**src/sv/apid_pkg.sv**
```systemverilog
// Shared types and constants for the angle PID controller.
`timescale 1ns / 1ps
`default_nettype none

package apid_pkg;

  // Datapath widths
  localparam int DataW   = 16;  // Q8.8 samples, gains and setpoint
  localparam int ErrW    = 17;  // full-range angle error
  localparam int ProdPW  = 33;  // gain_p * error
  localparam int ProdW   = 32;  // gain_i * integral, rate * gain_d
  localparam int QuotW   = 29;  // |rate * gain_d| / 10
  localparam int SumW    = 35;  // Q16.16 accumulator
  localparam int ScaledW = 19;  // accumulator scaled to integer duty units
  localparam int DriveW  = 15;  // clamped drive output

  // Limits
  localparam logic signed [17:0] IntegLimit = 18'sd25600;  // +/-100.0 in Q8.8
  localparam logic signed [ScaledW-1:0] DriveLimit = 19'sd9000;

  // Division by ten: (n * Recip10) >> RecipShift is exact for any 32-bit n
  localparam logic [31:0] Recip10    = 32'hCCCC_CCCD;
  localparam int          RecipShift = 35;

  // Truncation toward zero when dropping the 16 fraction bits
  localparam logic [SumW-1:0] FracRound = 35'd65535;

  // Configuration register indexes
  localparam logic [1:0] REG_SETPOINT = 2'd0;
  localparam logic [1:0] REG_GAIN_P   = 2'd1;
  localparam logic [1:0] REG_GAIN_I   = 2'd2;
  localparam logic [1:0] REG_GAIN_D   = 2'd3;

  // Load enables, one per pipeline stage
  typedef struct packed {
    logic s1;
    logic s2;
    logic s3;
    logic s4;
    logic s5;
  } stage_en_t;

endpackage

`default_nettype wire

```
**src/sv/apid_integ.sv**
```systemverilog
// Input stage: angle error, clamped integral and the stored error sum.
`timescale 1ns / 1ps
`default_nettype none

module apid_integ (
  input  logic                                  clk,
  input  logic                                  rst,
  input  logic                                  accept,
  input  logic                                  load,
  input  logic signed [apid_pkg::DataW-1:0]     measured_angle,
  input  logic signed [apid_pkg::DataW-1:0]     rate_sample,
  input  logic signed [apid_pkg::DataW-1:0]     setpoint_angle,
  output logic signed [apid_pkg::ErrW-1:0]      err,
  output logic signed [apid_pkg::DataW-1:0]     integ,
  output logic signed [apid_pkg::DataW-1:0]     rate
);

  logic signed [apid_pkg::DataW-1:0] error_sum;
  logic signed [apid_pkg::DataW-1:0] error_sum_next;
  logic signed [apid_pkg::ErrW-1:0]  err_c;
  logic signed [17:0]                sum_c;

  // Error and raw integral, both at full width
  assign err_c = {measured_angle[15], measured_angle} - {setpoint_angle[15], setpoint_angle};
  assign sum_c = {{2{error_sum[15]}}, error_sum} + {err_c[16], err_c};

  // Integral clamp to +/-100.0
  always_comb begin
    priority if (sum_c <= -apid_pkg::IntegLimit) begin
      error_sum_next = -apid_pkg::IntegLimit[15:0];
    end else if (sum_c >= apid_pkg::IntegLimit) begin
      error_sum_next = apid_pkg::IntegLimit[15:0];
    end else begin
      error_sum_next = sum_c[15:0];
    end
  end

  // Integral state moves only on an accepted transaction
  always_ff @(posedge clk) begin
    if (rst) begin
      error_sum <= '0;
    end else if (accept) begin
      error_sum <= error_sum_next;
    end
  end

  // Stage 1 payload
  always_ff @(posedge clk) begin
    if (load) begin
      err   <= err_c;
      integ <= error_sum_next;
      rate  <= rate_sample;
    end
  end

endmodule

`default_nettype wire

```
**src/sv/apid_mac.sv**
```systemverilog
// Gain products, rate term divided by ten and the Q16.16 sum (stages 2 to 4).
`timescale 1ns / 1ps
`default_nettype none

module apid_mac (
  input  logic                                  clk,
  input  apid_pkg::stage_en_t                   en,
  input  logic signed [apid_pkg::ErrW-1:0]      err,
  input  logic signed [apid_pkg::DataW-1:0]     integ,
  input  logic signed [apid_pkg::DataW-1:0]     rate,
  input  logic signed [apid_pkg::DataW-1:0]     gain_p,
  input  logic signed [apid_pkg::DataW-1:0]     gain_i,
  input  logic signed [apid_pkg::DataW-1:0]     gain_d,
  output logic signed [apid_pkg::SumW-1:0]      acc
);

  // Stage 2 registers
  logic signed [apid_pkg::ProdPW-1:0] prod_p2;
  logic signed [apid_pkg::ProdW-1:0]  prod_i2;
  logic signed [apid_pkg::ProdW-1:0]  prod_d2;
  // Stage 3 registers
  logic signed [apid_pkg::ProdPW-1:0] prod_p3;
  logic signed [apid_pkg::ProdW-1:0]  prod_i3;
  logic [apid_pkg::QuotW-1:0]         quot3;
  logic                               neg3;

  logic signed [apid_pkg::ProdPW-1:0] gp_ext, err_ext;
  logic signed [apid_pkg::ProdW-1:0]  gi_ext, integ_ext, gd_ext, rate_ext;
  logic [apid_pkg::ProdW-1:0]         prod_d_abs;
  logic [63:0]                        recip_prod;
  logic [apid_pkg::SumW-1:0]          quot_ext;
  logic signed [apid_pkg::SumW-1:0]   rate_term;
  logic signed [apid_pkg::SumW-1:0]   acc_c;

  // Stage 2: three independent multipliers
  assign gp_ext    = {{17{gain_p[15]}}, gain_p};
  assign err_ext   = {{16{err[16]}}, err};
  assign gi_ext    = {{16{gain_i[15]}}, gain_i};
  assign integ_ext = {{16{integ[15]}}, integ};
  assign gd_ext    = {{16{gain_d[15]}}, gain_d};
  assign rate_ext  = {{16{rate[15]}}, rate};

  always_ff @(posedge clk) begin
    if (en.s2) begin
      prod_p2 <= gp_ext * err_ext;
      prod_i2 <= gi_ext * integ_ext;
      prod_d2 <= rate_ext * gd_ext;
    end
  end

  // Stage 3: magnitude of the rate product divided by ten via reciprocal
  assign prod_d_abs = prod_d2[31] ? (32'd0 - prod_d2) : prod_d2;
  assign recip_prod = 64'(prod_d_abs) * 64'(apid_pkg::Recip10);

  always_ff @(posedge clk) begin
    if (en.s3) begin
      prod_p3 <= prod_p2;
      prod_i3 <= prod_i2;
      quot3   <= recip_prod[63:apid_pkg::RecipShift];
      neg3    <= prod_d2[31];
    end
  end

  // Stage 4: restore the sign (truncation toward zero) and sum the terms
  assign quot_ext  = {6'd0, quot3};
  assign rate_term = neg3 ? (35'd0 - quot_ext) : quot_ext;
  assign acc_c     = {{2{prod_p3[32]}}, prod_p3} + {{3{prod_i3[31]}}, prod_i3} + rate_term;

  always_ff @(posedge clk) begin
    if (en.s4) begin
      acc <= acc_c;
    end
  end

endmodule

`default_nettype wire

```
**src/sv/apid_out.sv**
```systemverilog
// Output stage: Q16.16 to integer, drive clamp and the result register.
`timescale 1ns / 1ps
`default_nettype none

module apid_out (
  input  logic                                  clk,
  input  logic                                  load,
  input  logic signed [apid_pkg::SumW-1:0]      acc,
  output logic signed [apid_pkg::DriveW-1:0]    drive_value,
  output logic                                  drive_clamped
);

  logic [apid_pkg::SumW-1:0]           biased;
  logic signed [apid_pkg::ScaledW-1:0] scaled;
  logic signed [apid_pkg::DriveW-1:0]  drive_c;
  logic                                clamp_c;

  // Negative sums are biased so the shift truncates toward zero
  assign biased = acc + (acc[apid_pkg::SumW-1] ? apid_pkg::FracRound : '0);
  assign scaled = biased[apid_pkg::SumW-1:16];

  // Drive clamp; exactly +/-9000 does not count as clamped
  always_comb begin
    priority if (scaled > apid_pkg::DriveLimit) begin
      drive_c = apid_pkg::DriveLimit[apid_pkg::DriveW-1:0];
      clamp_c = 1'b1;
    end else if (scaled < -apid_pkg::DriveLimit) begin
      drive_c = -apid_pkg::DriveLimit[apid_pkg::DriveW-1:0];
      clamp_c = 1'b1;
    end else begin
      drive_c = scaled[apid_pkg::DriveW-1:0];
      clamp_c = 1'b0;
    end
  end

  always_ff @(posedge clk) begin
    if (load) begin
      drive_value   <= drive_c;
      drive_clamped <= clamp_c;
    end
  end

endmodule

`default_nettype wire

```
**src/sv/angle_pid_saturating_top.sv**
```systemverilog
// Top level of the angle PID controller with integral and output clamps.
`timescale 1ns / 1ps
`default_nettype none

// Angle PID controller. Each input transaction carries one sample (measured
// angle and gyro rate, signed Q8.8) and yields exactly one result: the drive
// value kp*error + ki*integral + kd*rate/10, truncated to integer and clamped
// to +/-9000, with a flag when that clamp acted. The integral is updated at
// acceptance and held to +/-100.0. The block takes one sample per clock while
// in_ready is high, which holds unless a stalled output fills the pipeline; the
// rate is set by the integral update, while the five-stage pipeline (error and
// integral, gain multipliers, reciprocal divide by ten, sum, scale and clamp)
// sets the latency. Stages with no valid data fill while the output waits, so
// up to five samples can be in flight under backpressure. Configuration
// registers (setpoint, kp, ki, kd) are read directly by the pipeline and must
// be written only while no sample is in flight.
module angle_pid_saturating_top (
  input  logic                clk,
  input  logic                rst,
  // configuration
  input  logic                cfg_we,
  input  logic [1:0]          cfg_index,
  input  logic [15:0]         cfg_data,
  // input samples
  input  logic                in_valid,
  output logic                in_ready,
  input  logic signed [15:0]  measured_angle,
  input  logic signed [15:0]  rate_sample,
  // results
  output logic                out_valid,
  input  logic                out_ready,
  output logic signed [14:0]  drive_value,
  output logic                drive_clamped
);

  logic signed [15:0] setpoint_angle;
  logic signed [15:0] gain_p;
  logic signed [15:0] gain_i;
  logic signed [15:0] gain_d;

  logic [4:0]          vld;     // stage valid bits, [0] is stage 1
  apid_pkg::stage_en_t en;

  logic signed [apid_pkg::ErrW-1:0]  err1;
  logic signed [apid_pkg::DataW-1:0] integ1;
  logic signed [apid_pkg::DataW-1:0] rate1;
  logic signed [apid_pkg::SumW-1:0]  acc4;

  // Configuration registers
  always_ff @(posedge clk) begin
    if (rst) begin
      setpoint_angle <= '0;
      gain_p         <= '0;
      gain_i         <= '0;
      gain_d         <= '0;
    end else if (cfg_we) begin
      unique case (cfg_index)
        apid_pkg::REG_SETPOINT: setpoint_angle <= cfg_data;
        apid_pkg::REG_GAIN_P:   gain_p         <= cfg_data;
        apid_pkg::REG_GAIN_I:   gain_i         <= cfg_data;
        apid_pkg::REG_GAIN_D:   gain_d         <= cfg_data;
        default: ;
      endcase
    end
  end

  // Stage advance: a stage loads when empty or when the next one loads
  assign en.s5 = !vld[4] || out_ready;
  assign en.s4 = !vld[3] || en.s5;
  assign en.s3 = !vld[2] || en.s4;
  assign en.s2 = !vld[1] || en.s3;
  assign en.s1 = !vld[0] || en.s2;

  assign in_ready  = en.s1;
  assign out_valid = vld[4];

  always_ff @(posedge clk) begin
    if (rst) begin
      vld <= '0;
    end else begin
      if (en.s1) vld[0] <= in_valid;
      if (en.s2) vld[1] <= vld[0];
      if (en.s3) vld[2] <= vld[1];
      if (en.s4) vld[3] <= vld[2];
      if (en.s5) vld[4] <= vld[3];
    end
  end

  apid_integ u_integ (
    .clk            (clk),
    .rst            (rst),
    .accept         (in_valid && in_ready),
    .load           (en.s1),
    .measured_angle (measured_angle),
    .rate_sample    (rate_sample),
    .setpoint_angle (setpoint_angle),
    .err            (err1),
    .integ          (integ1),
    .rate           (rate1)
  );

  apid_mac u_mac (
    .clk    (clk),
    .en     (en),
    .err    (err1),
    .integ  (integ1),
    .rate   (rate1),
    .gain_p (gain_p),
    .gain_i (gain_i),
    .gain_d (gain_d),
    .acc    (acc4)
  );

  apid_out u_out (
    .clk           (clk),
    .load          (en.s5),
    .acc           (acc4),
    .drive_value   (drive_value),
    .drive_clamped (drive_clamped)
  );

endmodule

`default_nettype wire

```
**config.mk**
```make
export PLATFORM = sky130hd
export DESIGN_NAME = angle_pid_saturating_top
export DESIGN_NICKNAME = d
export VERILOG_FILES = /design/src/sv/apid_pkg.sv /design/src/sv/apid_integ.sv /design/src/sv/apid_mac.sv /design/src/sv/apid_out.sv /design/src/sv/angle_pid_saturating_top.sv
export SDC_FILE = /design/constraint.sdc
export NUM_CORES = 2
export LEC_CHECK = 0
export BUFFER_PORTS_ARGS = -buffer_cell sky130_fd_sc_hd__buf_2
export CORE_MARGIN = 1.5
export CORE_UTILIZATION = 55
export DETAILED_ROUTE_END_ITERATION = 10
export PLACE_DENSITY_LB_ADDON = 0.1
export SYNTH_ARGS = -nofsm -noshare
export SYNTH_HDL_FRONTEND = slang
export SYNTH_HIERARCHICAL = 1
export SYNTH_SLANG_ARGS = --single-unit
```
**constraint.sdc**
```tcl
create_clock -name clk -period 16.72 [get_ports clk]
set_clock_uncertainty 0.05 [all_clocks]
set_input_delay 3.344 -clock clk [delete_from_list [all_inputs] [get_ports clk]]
set_output_delay 3.344 -clock clk [all_outputs]
set_load 0.1 [all_outputs]
```
==> flow_metrics.py <==
metrics = {
    "detailed_routing": {
        "drtIter0Drc": 2595,
        "drtPass1Iterations": 6,
        "postRouteAntennaNets": 0,
        "vias": 44300,
        "wl_per_cell_um": 20.2,
        "via_per_inst": 5.45,
        "drc_errors": 0,
        "drt-total-wl_um": 164000,
    },
    "status": {
        "status": "finished, final reports clean",
    },
    "timing": {
        "hold_viol_final": 0,
        "finalCritPeriodShare": 0.654,
        "setup_ws_ns": 5.79,
        "rsz0062_at_grt": "false",
        "slew_headroom": 0.181,
        "min_period_ns": 10.93,
        "slew_viol_final": 0,
        "clock.fmax_mhz": 91.5,
        "tightest_slew_ns": 1.22,
        "fin_tns_setup_ns": 0,
        "finalSetupViolCount": 0,
    },
    "worst_setup_path": {
        "path_class": "register to register",
        "r2r_slack_ns": 5.79,
        "crit_family": "adder cells",
        "r2r_cells": 31,
        "required_ns": 17.07,
        "cp_max_fo": 11,
        "start_kind": "register",
        "r2r-start": "u_mac/prod_d2[0]",
        "cpPeakStageDelay_ns": 0.62,
        "end_kind": "register",
        "cpMaxStageDelayCell": "edfxtp_1",
        "path_common_cell": "fa_1",
        "cp_num_buf_inv": 4,
        "worstPathArrival_ns": 11.28,
        "r2r_end": "u_mac/quot3[28]",
    },
    "clocking": {
        "cts-root-buf": "clkbuf_16",
        "cts_tree": "built",
        "cts_hold_buf": 0,
        "htreeDepth": 2,
        "cts_resized": 0,
        "cts.path.max_buffers": 3,
        "clk_latency_ns": 0.66,
        "clk_pin_slew_ns": 0.06,
        "numCtsBuffers": 47,
        "clock-sinks": 377,
        "cts_setup_buffers": 0,
    },
    "placement": {
        "io_buffers": 72,
        "gp_congestion": 0.956,
        "dpl.hpwl_um": 137000,
        "post-place-ws_ns": 5.68,
    },
    "synthesis": {
        "syn-cell-area_um2": 65500,
        "synth_edf_count": 292,
        "yosysWarnings": 6,
        "synth_top_flop_cell": "edfxtp_1",
        "synth_nets": 8487,
        "avgSynthCellArea_um2": 10.0,
        "synth.top_cell.area_share": 0.368,
        "synthTopCellsByArea": "fa_1 37%, ha_1 13%, edfxtp_1 13%",
        "synthCells": 6524,
        "ys_ff_latch": 377,
        "synth_top_area_cell": "fa_1",
        "ys_seq_area_frac": 0.160,
        "async_flop_share": 0,
        "ys_types": 102,
    },
    "finish": {
        "fillers": 10300,
        "drive_gt1_frac": 0.0365,
        "nNetsFinal": 8505,
        "area_growth_pct": 5.53,
        "regArea_um2": 10500,
        "antenna_cells": 0,
        "multi_input_area_um2": 48700,
    },
    "grt": {
        "grtUsageMet1": 0.374,
        "grt_pass1_vias": 46500,
        "grt_use_met2": 0.467,
        "antenna_found_initial": 2,
        "grt_max_degree": 99,
        "grt.busiest_layer": "met2",
        "grtUsageTotal": 0.276,
        "overflow": 0,
        "gr-usage-met3": 0.0268,
        "grt_pass1_wl_um": 258000,
    },
    "floorplan": {
        "io_pins": 73,
        "core_um2": 118000,
        "die_y_um": 348,
        "dieArea_um2": 121000,
        "row_count": 126,
        "die_x_um": 348,
        "initial_core_util": 0.555,
    },
    "min_path": {
        "hp-class": "register to register",
        "hold_path_depth": 0,
        "whs_endpoint": "u_mac/prod_p3[0]",
        "min_from": "u_mac/prod_p2[0]",
    },
    "flow_run": {
        "maxCapViolations": 0,
    },
}
==> cell usage after synthesis (all sizes together) (25+ instances only) <==
library cell	count
o31ai	33
nand3	43
nand2	511
ha	703
mux2i	66
inv	1555
clkbuf	121
nor3	43
a21o	107
edfxtp	292
a21oi	199
o21a	34
fa	1205
xnor2	248
a211oi	28
nor2b	31
xor2	66
a31oi	25
nor2	148
o21bai	35
o21ai	127
and2	377
dfxtp	85
nand2b	161
==> sequential cells by signal (all words and copies together), names as in the netlist <==
signal / count
gain_d: 16
gain_i: 16
gain_p: 16
setpoint_angle: 16
u_integ/err: 17
u_integ/error_sum: 16
u_integ/integ: 16
u_integ/rate: 16
u_mac/acc: 35
u_mac/neg3: 1
u_mac/prod_d2: 32
u_mac/prod_i2: 32
u_mac/prod_i3: 32
u_mac/prod_p2: 33
u_mac/prod_p3: 33
u_mac/quot3: 29
u_out/drive_clamped: 1
u_out/drive_value: 15
vld: 5
==> cells in the final DEF (no fill, tap or decap), types with 24 or more instances in the layout <==
cell and count:
o21a_1 34, mux2i_1 66, and2_1 377, clkbuf_16 49, dfxtp_1 85, fa_1 1205, ha_1 703, a21o_1 107
o21bai_1 34, xor2_1 66, nor3_1 40, a21oi_1 195, inv_1 1555, o31ai_1 29, nor2_1 148, xnor2_1 247
buf_2 72, nand2b_1 161, nand2_1 510, nor2b_1 31, a211oi_1 28, and3_1 24, edfxtp_1 292, o21ai_0 119
nand3_1 41, buf_4 30, a31oi_1 24
==> metal layers <==
metal / part of all wire / vias to the layer above
met5: 0.000073 / -
met4: 0.035 / 2
met3: 0.042 / 219
met2: 0.49 / 1019
met1: 0.44 / 22600
li1: - / 20400
==> metrics by stage <==
step | hold slack, ns | instances | util | area, um2
finish | 0.346 | 8117 | 0.586 | 69200
global route | 0.351 | 8117 | 0.586 | 69200
global placement | 0.353 | 8029 | 0.572 | 67500
CTS | 0.339 | 8117 | 0.586 | 69200
floorplan | 0.350 | 6524 | - | 65500
detailed placement | 0.355 | 8029 | 0.572 | 67500
==> worst reg2reg max path, delay by kind of cell, from the launching register on <==
family	cells	cell delay, ns
AO/OA/AOI/OAI	9	2.40
buffers and inverters	4	0.21
AND/OR/NAND/NOR	7	2.68
adder cells (fa/ha/maj)	9	4.23
XOR/XNOR	2	0.54
flip-flops	1	0.62
==> worst max-delay path by stage <==
stage | cells after the start | to | slack (ns) | startpoint
after floorplan | 2 | in_ready | 5.29 | out_ready
after global placement | 31 | u_mac/quot3[28] | 5.88 | u_mac/prod_d2[0]
after detailed placement | 31 | u_mac/quot3[28] | 5.68 | u_mac/prod_d2[0]
after CTS | 31 | u_mac/quot3[28] | 5.70 | u_mac/prod_d2[0]
after global routing | 31 | u_mac/quot3[28] | 5.24 | u_mac/prod_d2[0]
final | 31 | u_mac/quot3[28] | 5.79 | u_mac/prod_d2[0]
==> logic make-up (layout without fill, tap and decap cells) <==
group,count (synthesis),after routing,share of synthesized area
adders and majority gates,1908,1908,0.502
AOI/OAI and AO/OA,725,725,0.0747
xor gates and xnor gates,314,314,0.0421
DFF,377,377,0.160
buffers and inverters,1688,1745,0.0973
and+or+nand+nor,1446,1446,0.114
muxes,66,66,0.0101
==> area by class of cell <==
class,instances,area share
Sequential cell,377,0.151
Clock buffer,56,0.0184
Inverter,1555,0.0844
Multi-Input combinational cell,4459,0.704
Tap cell,1536,0.0278
Timing Repair Buffer,102,0.00847
Clock inverter,32,0.00552
Power is not shown: default switching activity piles up to over one toggle a cycle in this logic, so the estimate is an artifact.
